==> src/rtl/bal_pkg.sv <==
package bal_pkg;

	localparam int MAX_ORDER  = 10;
	localparam int POOL_UNITS = 1 << MAX_ORDER;
	localparam int OFF_W      = 10;
	localparam int ORD_W      = 4;
	localparam int SIZE_W     = 11;
	localparam int CNT_W      = MAX_ORDER + 1;
	localparam int WORD_W     = 32;
	localparam int BIT_W      = 5;
	localparam int FM_WORDS   = 68;
	localparam int FM_AW      = 7;
	localparam int CLR_W      = 10;

	localparam logic [ORD_W-1:0] NO_BLOCK = 4'd15;

	localparam logic [1:0] STAT_OK    = 2'd0;
	localparam logic [1:0] STAT_NOFIT = 2'd1;
	localparam logic [1:0] STAT_BAD   = 2'd2;

	// first word of each level in the packed free map
	function automatic logic [FM_AW-1:0] fm_base(input logic [ORD_W-1:0] lvl);
		logic [FM_AW-1:0] b;
		case (lvl)
			4'd0:    b = 7'd0;
			4'd1:    b = 7'd32;
			4'd2:    b = 7'd48;
			4'd3:    b = 7'd56;
			4'd4:    b = 7'd60;
			4'd5:    b = 7'd62;
			4'd6:    b = 7'd63;
			4'd7:    b = 7'd64;
			4'd8:    b = 7'd65;
			4'd9:    b = 7'd66;
			4'd10:   b = 7'd67;
			default: b = 7'd0;
		endcase
		return b;
	endfunction

	typedef enum logic [3:0] {
		OP_NONE,
		OP_CFG,
		OP_CLEAR,
		OP_LOAD,
		OP_SCAN_START,
		OP_SCAN_NEXT,
		OP_TAKE,
		OP_SPLIT_RD,
		OP_SET_WR,
		OP_REC,
		OP_FREE_CLR,
		OP_BUD_RD,
		OP_BUD_TAKE,
		OP_HOME_RD,
		OP_EMIT
	} bal_op_t;

	typedef struct packed {
		bal_op_t    op;
		logic [1:0] code;
	} bal_cmd_t;

	typedef struct packed {
		logic clr_last;
		logic is_free;
		logic alloc_bad;
		logic alloc_none;
		logic free_oob;
		logic bo_bad;
		logic word_hit;
		logic split_more;
		logic merge_more;
		logic bud_free;
	} bal_stat_t;

	typedef enum logic [3:0] {
		S_CLEAR,
		S_IDLE,
		S_DECIDE,
		S_SCAN,
		S_SPLIT,
		S_SPLIT_WR,
		S_MERGE,
		S_BUD_CHK,
		S_HOME_WR,
		S_EMIT_OK,
		S_EMIT_NOFIT,
		S_EMIT_BAD
	} bal_state_t;

endpackage

==> src/rtl/bal_ctrl.sv <==
module bal_ctrl (
	input  logic               clk,
	input  logic               arst_n,
	input  logic               req_valid,
	output logic               req_ready,
	input  logic               cfg_valid,
	output logic               cfg_ready,
	output logic               rsp_valid,
	input  logic               rsp_ready,
	input  bal_pkg::bal_stat_t stat,
	output bal_pkg::bal_cmd_t  cmd
);
	import bal_pkg::*;

	bal_state_t state_q, state_d;
	logic       out_valid_q;
	logic       slot_free;

	assign slot_free = !out_valid_q || rsp_ready;
	assign rsp_valid = out_valid_q;

	always_comb begin
		state_d = state_q;
		case (state_q)
			S_CLEAR: if (stat.clr_last) state_d = S_IDLE;
			S_IDLE: begin
				if (cfg_valid) state_d = S_CLEAR;
				else if (req_valid) state_d = S_DECIDE;
			end
			S_DECIDE: begin
				if (stat.is_free) begin
					if (stat.free_oob || stat.bo_bad) state_d = S_EMIT_BAD;
					else state_d = S_MERGE;
				end else if (stat.alloc_bad) begin
					state_d = S_EMIT_BAD;
				end else if (stat.alloc_none) begin
					state_d = S_EMIT_NOFIT;
				end else begin
					state_d = S_SCAN;
				end
			end
			S_SCAN: if (stat.word_hit) state_d = S_SPLIT;
			S_SPLIT: state_d = stat.split_more ? S_SPLIT_WR : S_EMIT_OK;
			S_SPLIT_WR: state_d = S_SPLIT;
			S_MERGE: state_d = stat.merge_more ? S_BUD_CHK : S_HOME_WR;
			S_BUD_CHK: state_d = stat.bud_free ? S_MERGE : S_HOME_WR;
			S_HOME_WR: state_d = S_EMIT_OK;
			S_EMIT_OK, S_EMIT_NOFIT, S_EMIT_BAD: if (slot_free) state_d = S_IDLE;
			default: state_d = S_IDLE;
		endcase
	end

	always_comb begin
		cmd.op    = OP_NONE;
		cmd.code  = STAT_OK;
		req_ready = 1'b0;
		cfg_ready = 1'b0;
		case (state_q)
			S_CLEAR: cmd.op = OP_CLEAR;
			S_IDLE: begin
				cfg_ready = 1'b1;
				req_ready = !cfg_valid;
				if (cfg_valid) cmd.op = OP_CFG;
				else if (req_valid) cmd.op = OP_LOAD;
			end
			S_DECIDE: begin
				if (stat.is_free) begin
					if (!(stat.free_oob || stat.bo_bad)) cmd.op = OP_FREE_CLR;
				end else if (!stat.alloc_bad && !stat.alloc_none) begin
					cmd.op = OP_SCAN_START;
				end
			end
			S_SCAN: cmd.op = stat.word_hit ? OP_TAKE : OP_SCAN_NEXT;
			S_SPLIT: cmd.op = stat.split_more ? OP_SPLIT_RD : OP_REC;
			S_SPLIT_WR: cmd.op = OP_SET_WR;
			S_MERGE: cmd.op = stat.merge_more ? OP_BUD_RD : OP_HOME_RD;
			S_BUD_CHK: cmd.op = stat.bud_free ? OP_BUD_TAKE : OP_HOME_RD;
			S_HOME_WR: cmd.op = OP_SET_WR;
			S_EMIT_OK: if (slot_free) cmd.op = OP_EMIT;
			S_EMIT_NOFIT: begin
				cmd.code = STAT_NOFIT;
				if (slot_free) cmd.op = OP_EMIT;
			end
			S_EMIT_BAD: begin
				cmd.code = STAT_BAD;
				if (slot_free) cmd.op = OP_EMIT;
			end
			default: cmd.op = OP_NONE;
		endcase
	end

	always_ff @(posedge clk or negedge arst_n) begin
		if (!arst_n) begin
			state_q     <= S_CLEAR;
			out_valid_q <= 1'b0;
		end else begin
			state_q <= state_d;
			if (cmd.op == OP_EMIT) out_valid_q <= 1'b1;
			else if (rsp_ready) out_valid_q <= 1'b0;
		end
	end

endmodule

==> config.mk <==
export PLATFORM = sky130hd
export DESIGN_NAME = bal_ctrl
export DESIGN_NICKNAME = d
export VERILOG_FILES = /design/src/rtl/bal_pkg.sv /design/src/rtl/bal_ctrl.sv
export SDC_FILE = /design/constraint.sdc
export NUM_CORES = 1
export LEC_CHECK = 0
export ABC_AREA = 0
export BUFFER_PORTS_ARGS = -buffer_cell sky130_fd_sc_hd__buf_2
export CAP_MARGIN = 20
export CORE_UTILIZATION = 41
export DETAILED_ROUTE_END_ITERATION = 10
export GPL_TIMING_DRIVEN = 0
export PLACE_DENSITY_LB_ADDON = 0.08
export SYNTH_ARGS = -nofsm -noshare
export SYNTH_HDL_FRONTEND = slang
export SYNTH_SLANG_ARGS = --single-unit
==> constraint.sdc <==
create_clock -name clk -period 1.4 [get_ports clk]
set_input_delay 0.21 -clock clk [delete_from_list [all_inputs] [get_ports clk]]
set_output_delay 0.21 -clock clk [all_outputs]
set_load 0.01 [all_outputs]
==> results.txt, run 1 <==
mux cell area share after synthesis = 1.72%
number of buffers created by CTS = 3
Post-Syn Area = 582 µm²
Worst R2R Start = state_q[1]
fin. max-slew vios = 0
area of the multi-input gates = 537 µm²
PD cells = 1990 nW/µm²
crit path kind = flip-flop to output pin
synth unique cells = 31
# rows = 13
IO Count = 24
max cap viols = 0
worst vdd ir = 0.00141 V
Root Driver = clkbuf_4
NetSw = 857 µW
largest net degree at the start of global routing = 11
DRC = 0
static leakage = 0.000453 µW
clk sinks = 5
total congestion overflow = 0
core region area = 1320 µm²
xor and xnor area share after synthesis = 0%
Slew HR = 75.0%
aggregate routed wire length = 1.83 mm
Comb power frac = 77.2%
Async SR Flop Fraction = 100%
Reg2Reg Capture Point = state_q[0]
Synth Warn # = 0
storage element area = 126 µm²
detailed placer's ending HPWL = 1.16 mm
antenna-violating nets left = 0
Nets = 134
# setup viols final = 12
Critical Path Fanout Max = 4
total global routing track utilization = 23.4%
Layout Area Growth over Synthesis = 65.8%
most common cell after layout, fill and taps aside = buf_2
adder-cell area share of the yosys netlist = 0%
per-cell routed wire length = 13.8 µm
unrepaired setup endpoints after global routing = true
drt via density = 5.68
grt met2 use = 37.7%
crit start category = flip-flop
Cells after DPL = 121
Longest Clk Path Bufs = 2
global-route wire length before repair = 2.42 mm
Die Area = 1570 µm²
Port Buffers = 23
largest family of logic cells by synthesized area = simple AND/OR/NAND/NOR gates
failing checks = setup timing
antenna violations before repair = 0
final worst setup slack = -397 ps
grt peak-use layer = met2
final period utilization = 128%
Seq/Total Area, Yosys = 21.5%
layout cells sized above 1 = 53.4%
worst reg-to-reg setup slack = -290 ps
worst reg-to-reg path cell count = 7
via count = 756
n_diodes = 0
share of power burned in registers = 14.1%
Synth Flop Type = dfrtp_1
Initial Utilization = 44.2%
hold slack = 302 ps
final core utilization = 73.2%
Fillers = 115
clk_skew = 4.81 ps
CP required = 1190 ps
initial DRC count = 22
worst slew pin tran = 373 ps
clock insertion delay at the later pin of the skew report = 250 ps
met1 Track Usage GR = 30.4%
GPL Wtd Cong = 0.864
post-layout min period = 1800 ps
Critical Path Sink Type = output pin
met3 usage = 6.82%
first-pass iteration count of the detailed router = 4
average size of a mapped cell = 7.01 µm²
Post-Synthesis Cells = 83
Clk network pwr share = 8.8%
Internal = 1060 µW
vias in the first global route = 573
Max H-tree Level = 1
Place WS = -380 ps
Chip Width = 39.7 µm
final hold vios = 0
Clock Pin Slew Worst Setup and Hold Paths = 40 ps
Achievable Freq = 556 MHz
post-synthesis register bit count = 5
status = finished with violations
Net Count, Synth = 98
simple-gate share of the synthesized area = 43.2%
most frequent cells in the layout = buf_2, nor2_1, a21oi_1
Net Sw Frac = 44.7%
number of synthesized flops with an enable pin = 0
Die Ht = 39.7 µm
WP data arrival = 1590 ps
non-filler instance count after layout = 133
CTS tree = done
Worst Hold Class = input pin to async pin
compound-cell area share of the yosys netlist = 27.3%
cell usage after synthesis (2+ instances only):
cell	number	area share [%]
o311ai_0	2	3.0
dfrtp_1	5	22
a21oi_1	8	6.9
or3b_2	3	4.5
o21ai_0	7	6.0
o32a_1	2	3.4
buf_2	2	1.7
nor3_1	5	4.3
nor2b_1	2	2.2
o21bai_1	2	2.6
inv_1	3	1.9
nand2b_1	4	4.3
nand2_1	8	5.2
nor2_1	12	7.7
clkbuf_1	2	1.3
registers in the layout, indices dropped and copies added (netlist names):
register and flops:
state_q 4, rsp_valid 1
worst max-delay path by stage:
stage / startpoint / endpoint / slack (ps) / depth (start not counted)
final: state_q[3] / cmd[4] / -400 / 4
after global routing: state_q[3] / cmd[3] / -440 / 6
after CTS: state_q[3] / cmd[4] / -380 / 4
after detailed placement: state_q[1] / cmd[3] / -380 / 6
after global placement: state_q[1] / cmd[3] / -360 / 6
after floorplan: state_q[0] / cmd[3] / -30 / 4
stage by stage:
stage	instance area [µm²]	power (µW)	setup TNS, ps
after floorplan	596	981	-27.6
after global placement	729	1240	-1380
after CTS	866	1670	-2130
final	965	1920	-2440
after detailed placement	729	1250	-1430
after global routing	965	2060	-3120
cell type report:
class | instances | area share [%]
Tap cell | 15 | 1.95
Inverter | 3 | 1.17
Sequential cell | 5 | 13.1
Multi-Input combinational cell | 70 | 55.6
Buffer | 5 | 5.19
Clock buffer | 4 | 2.72
Timing Repair Buffer | 31 | 20.2
per-layer routing:
| layer | share of wire, % | vias up |
|---|---|---|
| li1 | - | 373 |
| met5 | 0 | - |
| met3 | 7.6 | 0 |
| met4 | 0 | 0 |
| met2 | 53 | 35 |
| met1 | 39 | 348 |
critical path, stage by stage (launching register included):
cell and delay [ps]:
dfrtp_1 410, or4b_4 580, o32a_1 180, nand2_2 70, buf_6 90
repair_timing:
action | in CTS | in global routing
pin swaps | 6 | 6
resized for setup | 20 | 19
endpoints found under the setup margin | 12 | 12
hold buffers | 1 | 0
buffers inserted | 4 | 3
endpoints found under the hold margin | 5 | 0
power by group through the flow:
| stage | Sequential [µW] | Clock (µW) | Combinational, µW |
|---|---|---|---|
| 2_1_floorplan | 253 | 0 | 728 |
| 3_3_place_gp | 255 | 0 | 989 |
| 3_5_place_dp | 257 | 0 | 995 |
| 4_1_cts | 259 | 172 | 1230 |
| 5_1_grt | 276 | 182 | 1600 |
| 6_report | 270 | 168 | 1480 |
logic make-up (layout without fill, tap and decap cells):
kind of cell / count (synthesis) / count (layout)
AOI/OAI and AO/OA: 25 / 25
buffers and inverters: 8 / 43
DFF: 5 / 5
muxes: 1 / 1
and+or+nand+nor: 44 / 44
No activity file was read; power rests on OpenSTA's default activity.
==> run 2, diff against run 1 <==
--- a/config.mk
+++ b/config.mk
@@ -9,6 +9,7 @@
 export BUFFER_PORTS_ARGS = -buffer_cell sky130_fd_sc_hd__buf_2
 export CAP_MARGIN = 20
 export CORE_UTILIZATION = 41
+export CTS_BUF_LIST = sky130_fd_sc_hd__clkbuf_16
 export DETAILED_ROUTE_END_ITERATION = 10
 export GPL_TIMING_DRIVEN = 0
 export PLACE_DENSITY_LB_ADDON = 0.08
==> run 2 against run 1 <==
  * The run still ends with setup timing left
  * Combinational power rose by 9%
  * Worst hold slack better by 36 ps
  * Clock power grew to 2.8 times the previous value
  * Utilization increased by 5.5 points
  * Die area is the same
  * Global-route usage increased by 2.9 points
  * Highest routed layer is now met4
  * Setup slack worse by 2.1 ps
  * Total power increased by 22%
  * Clock skew down 1.9 ps
  * Sequential power grew 1%
  * Sequential share of layout area down 0.80 points
==> results.txt, run 2 (same netlist as run 1, synthesis figures left out) <==
via count = 804 (+6.3%)
final worst setup slack = -399 ps (-2.08 ps)
most common cell after layout, fill and taps aside = buf_2
status = finished with violations
Die Area = 1570 µm² (unchanged)
CTS tree = done
per-cell routed wire length = 14.9 µm (+7.9%)
Nets = 136 (+1.5%)
Worst Hold Class = input pin to async pin
CP top delay family = simple AND/OR/NAND/NOR gates
crit-path max cell delay = 580 ps (about the same)
Cells after DPL = 121 (unchanged)
hold slack = 337 ps (+35.7 ps)
worst reg-to-reg setup slack = -280 ps (about the same)
# setup viols final = 12 (unchanged)
final core utilization = 78.7% (+5.5 points)
Clock Pin Slew Worst Setup and Hold Paths = 30 ps (about the same)
static leakage = 0.000497 µW (+9.7%)
n_diodes = 0 (unchanged)
Net Sw Frac = 39.5% (-5.1 points)
NetSw = 928 µW (+8.3%)
core region area = 1320 µm² (unchanged)
drt via density = 5.96 (+4.8%)
total global routing track utilization = 26.4% (+2.9 points)
unrepaired setup endpoints after global routing = true
worst slew pin tran = 336 ps (-36.2 ps)
non-filler instance count after layout = 135 (+1.5%)
Buf+Inv Stages, Crit Path = 1 (unchanged)
Longest Clk Path Bufs = 2 (unchanged)
vias in the first global route = 599 (+4.5%)
first-pass iteration count of the detailed router = 4 (unchanged)
Internal = 1420 µW (+34%)
Chip Width = 39.7 µm (unchanged)
worst vdd ir = 0.00174 V (+23%)
GPL Wtd Cong = 0.864 (unchanged)
Most flops, register = state_q
CP required = 1190 ps (about the same)
CP Cell Sequence = or4b_4, o32a_1, nand2_2, buf_6
Achievable Freq = 556 MHz (-0.12%)
max cap viols = 0 (unchanged)
Layout Area Growth over Synthesis = 78.3%
Max H-tree Level = 1 (unchanged)
Port Buffers = 23 (unchanged)
Slew HR = 77.2% (+2.3 points)
IO Count = 24 (unchanged)
clk_skew = 2.90 ps (-1.91 ps)
CP max stage cell = or4b_4
Die Ht = 39.7 µm (unchanged)
antenna violations before repair = 0 (unchanged)
Initial Utilization = 44.2% (unchanged)
clk sinks = 5 (unchanged)
DRC = 0 (unchanged)
Critical Path Sink Type = output pin
global-route wire length before repair = 2.69 mm (+11%)
worst reg-to-reg path cell count = 6 (-1)
Clk network pwr share = 19.9% (+11 points)
Reg2Reg Capture Point = state_q[0]
initial DRC count = 28 (+27%)
clock insertion delay at the later pin of the skew report = 230 ps (-20 ps)
Root Driver = clkbuf_16
largest net degree at the start of global routing = 11 (unchanged)
failing checks = setup timing
total negative setup slack = -2620 ps (-180 ps)
crit path kind = flip-flop to output pin
total congestion overflow = 0 (unchanged)
share of power burned in registers = 11.7% (-2.4 points)
final hold vios = 0 (unchanged)
Comb power frac = 68.5% (-8.7 points)
detailed placer's ending HPWL = 1.16 mm (unchanged)
Critical Path Fanout Max = 6 (+2)
max reg flops = 4 (unchanged)
fin. max-slew vios = 0 (unchanged)
post-layout min period = 1800 ps (+2.08 ps)
crit start category = flip-flop
Worst R2R Start = state_q[0]
PD cells = 2260 nW/µm² (+14%)
number of buffers created by CTS = 3 (unchanged)
layout cells sized above 1 = 55.8% (+2.4 points)
aggregate routed wire length = 2.01 mm (+9.5%)
final period utilization = 129% (+0.15 points)
# rows = 13 (unchanged)
most frequent cells in the layout = buf_2, nor2_1
antenna-violating nets left = 0 (unchanged)
WP data arrival = 1590 ps (about the same)
-- run 2: changes by cell type in the layout (fill, tap and decap cells not counted), sizes merged --
| cell | delta |
|---|---|
| buf | +1 |
| inv | +1 |
-- run 2: worst reg2reg max path, stage by stage, from the launching register on --
cell      delay [ps]
dfrtp_2          440
buf_6            150
buf_6            110
and3b_1          170
nor4_2           220
o21bai_1         150
o32a_1           310
-- run 2: per-layer routing --
layer	routed length, µm	GRT usage, %	up-vias
li1	-	-	375
met5	0	0	-
met1	835	33.8	384
met3	124	6.82	6
met2	1010	43.9	39
met4	40	5.17	0
-- run 2: layout make-up --
class	instances	area, µm²
Clock buffer	3	75.1
Sequential cell	5	128
Buffer	5	50.0
Clock inverter	1	3.75
Inverter	3	11.3
Tap cell	15	18.8
Multi-Input combinational cell	70	523
Timing Repair Buffer	33	228
Fill cell	87	280
-- run 2: stage by stage --
step | setup WS (ps) | instance area (µm²) | total power [µW]
floorplan | -27.6 | 596 | 981
global placement | -359 | 729 | 1240
detailed placement | -380 | 729 | 1250
CTS | -378 | 905 | 1940
global route | -441 | 1040 | 2480
finish | -399 | 1040 | 2350
-- run 2: worst max path at each step --
stage / from / end / slack [ps] / depth (start not counted)
floorplan: state_q[0] / cmd[3] / -30 / 4
global placement: state_q[1] / cmd[3] / -360 / 6
detailed placement: state_q[1] / cmd[3] / -380 / 6
CTS: state_q[3] / cmd[4] / -380 / 4
global route: state_q[2] / cmd[3] / -440 / 6
finish: state_q[3] / cmd[4] / -400 / 4
-- run 2: power by group through the flow --
| stage | Sequential [µW] | Combinational (µW) | Clock, µW |
|---|---|---|---|
| 4_1_cts | 266 | 1210 | 462 |
| 6_report | 274 | 1610 | 466 |
| 3_3_place_gp | 255 | 989 | 0 |
| 3_5_place_dp | 257 | 995 | 0 |
| 2_1_floorplan | 253 | 728 | 0 |
| 5_1_grt | 284 | 1720 | 479 |
-- run 2: repair_timing --
item / CTS / global route
pin swaps: 1 / 7
setup endpoints to repair: 12 / 12
resized for setup: 17 / 23
hold buffers: 1 / 0
gates cloned: 0 / 1
buffers inserted: 3 / 5
hold endpoints to repair: 5 / 0
==> run 3, diff against run 2 <==
--- a/config.mk
+++ b/config.mk
@@ -8,7 +8,7 @@
 export ABC_AREA = 0
 export BUFFER_PORTS_ARGS = -buffer_cell sky130_fd_sc_hd__buf_2
 export CAP_MARGIN = 20
-export CORE_UTILIZATION = 41
+export CORE_UTILIZATION = 35
 export CTS_BUF_LIST = sky130_fd_sc_hd__clkbuf_16
 export DETAILED_ROUTE_END_ITERATION = 10
 export GPL_TIMING_DRIVEN = 0
==> run 3 against run 2 <==
  * The run still ends with setup timing left
  * Sequential cell count stayed put
  * Total power down 8.6%
  * Critical path depth unchanged
  * First-iteration DRC count shrank 50%
  * Utilization down 14 points
  * Largest power group unchanged
==> results.txt, run 3 (same netlist as run 1, synthesis figures left out) <==
status = finished with violations
failing checks = setup timing
Max H-tree Level = 1 (unchanged)
Critical Path Fanout Max = 6 (unchanged)
fin. max-slew vios = 0 (unchanged)
crit-path max cell delay = 560 ps (-20 ps)
CTS tree = done
WP data arrival = 1560 ps (-30 ps)
CP top delay family = simple AND/OR/NAND/NOR gates
# rows = 14 (+1)
crit path kind = flip-flop to output pin
detailed placer's ending HPWL = 1.20 mm (+3.9%)
Achievable Freq = 564 MHz (+1.5%)
Power Total = 2140 µW (-8.6%)
worst slew pin tran = 311 ps (-25.5 ps)
number of buffers created by CTS = 3 (unchanged)
initial DRC count = 14 (-50%)
Longest Clk Path Bufs = 2 (unchanged)
total negative setup slack = -2300 ps (+316 ps)
# setup viols final = 11 (-1)
Worst Hold Class = input pin to async pin
worst vdd ir = 0.00140 V (-19%)
Critical Path Sink Type = output pin
CP Cell Sequence = or4b_4, o32a_1, nand2_2, buf_6
most common cell after layout, fill and taps aside = buf_2
n_diodes = 0 (unchanged)
vias in the first global route = 664 (+11%)
via count = 755 (-6.1%)
total congestion overflow = 0 (unchanged)
Chip Width = 42.8 µm (+7.8%)
aggregate routed wire length = 1.80 mm (-10%)
hold slack = 320 ps (-17.2 ps)
layout cells sized above 1 = 50.8% (-5.0 points)
PD cells = 2170 nW/µm² (-4.0%)
unrepaired setup endpoints after global routing = true
antenna violations before repair = 0 (unchanged)
static leakage = 0.000471 µW (-5.2%)
total global routing track utilization = 21.4% (-4.9 points)
Initial Utilization = 38.2% (-6.0 points)
Port Buffers = 23 (unchanged)
post-layout min period = 1770 ps (-27.1 ps)
Clock Pin Slew Worst Setup and Hold Paths = 40 ps (about the same)
IO Count = 24 (unchanged)
global-route wire length before repair = 2.86 mm (+6.1%)
clock insertion delay at the later pin of the skew report = 230 ps (about the same)
max cap viols = 0 (unchanged)
DRC = 0 (unchanged)
clk_skew = 6.72 ps (+3.82 ps)
GPL Wtd Cong = 0.851 (-1.4%)
largest net degree at the start of global routing = 11 (unchanged)
Die Area = 1830 µm² (+16%)
antenna-violating nets left = 0 (unchanged)
Slew HR = 78.9% (+1.7 points)
worst reg-to-reg path cell count = 7 (+1)
Root Driver = clkbuf_16
Die Ht = 42.8 µm (+7.8%)
Nets = 136 (unchanged)
core region area = 1520 µm² (+16%)
clk sinks = 5 (unchanged)
per-cell routed wire length = 13.2 µm (-11%)
most frequent cells in the layout = buf_2, nor2_1, a21oi_1
CP Depth = 4 (unchanged)
final worst setup slack = -372 ps (+27.1 ps)
max reg flops = 4 (unchanged)
final period utilization = 127% (-1.9 points)
first-pass iteration count of the detailed router = 4 (unchanged)
CP required = 1190 ps (about the same)
Most flops, register = state_q
Buf+Inv Stages, Crit Path = 1 (unchanged)
CP max stage cell = or4b_4
drt via density = 5.55 (-6.8%)
final hold vios = 0 (unchanged)
Layout Area Growth over Synthesis = 69.7%
crit start category = flip-flop
[run 3: cell type report]
type	count	area, µm²
Clock inverter	1	3.75
Tap cell	16	20.0
Fill cell	141	537
Buffer	5	47.5
Multi-Input combinational cell	70	492
Clock buffer	3	75.1
Timing Repair Buffer	33	210
Sequential cell	5	128
Inverter	3	11.3
[run 3: final timing paths]
check | start | end | slack [ps]
max | state_q[3] | cmd[4] | -370
min reg2reg | rsp_valid | rsp_valid | 560
max in group asynchronous | arst_n | state_q[3] | 920
min in group clk | rsp_ready | rsp_valid | 340
max reg2reg | state_q[1] | state_q[0] | -280
min | arst_n | state_q[1] | 320
[run 3: repair_timing]
action	CTS	global route
hold endpoints to repair	5	0
endpoints found under the setup margin	12	12
hold buffers	1	0
setup buffers	8	1
pin swaps	7	0
gates resized for setup	26	6
[run 3: power by group]
group	total (µW)	switching, µW	leakage [µW]	internal [µW]
registers	272	64.5	0.0000619	208
logic	1400	675	0.000367	722
clock network	475	104	0.0000423	371
[run 3: metal layers]
metal | GRT usage, % | vias to the layer above | share of wire, %
met3 | 3.83 | 5 | 6.7
met5 | 0 | - | 0
met2 | 32.7 | 33 | 49
met4 | 12.5 | 0 | 1.9
met1 | 27.9 | 337 | 43
li1 | - | 380 | -
[run 3: through the flow]
stage / util (%) / area, µm² / setup WS, ps / std cells
final: 64.8 / 987 / -372 / 136
after global routing: 64.8 / 987 / -420 / 136
after CTS: 63.4 / 966 / -381 / 135
after detailed placement: 47.9 / 731 / -363 / 122
after global placement: 47.9 / 731 / -378 / 122
after floorplan: - / 596 / -27.6 / 83
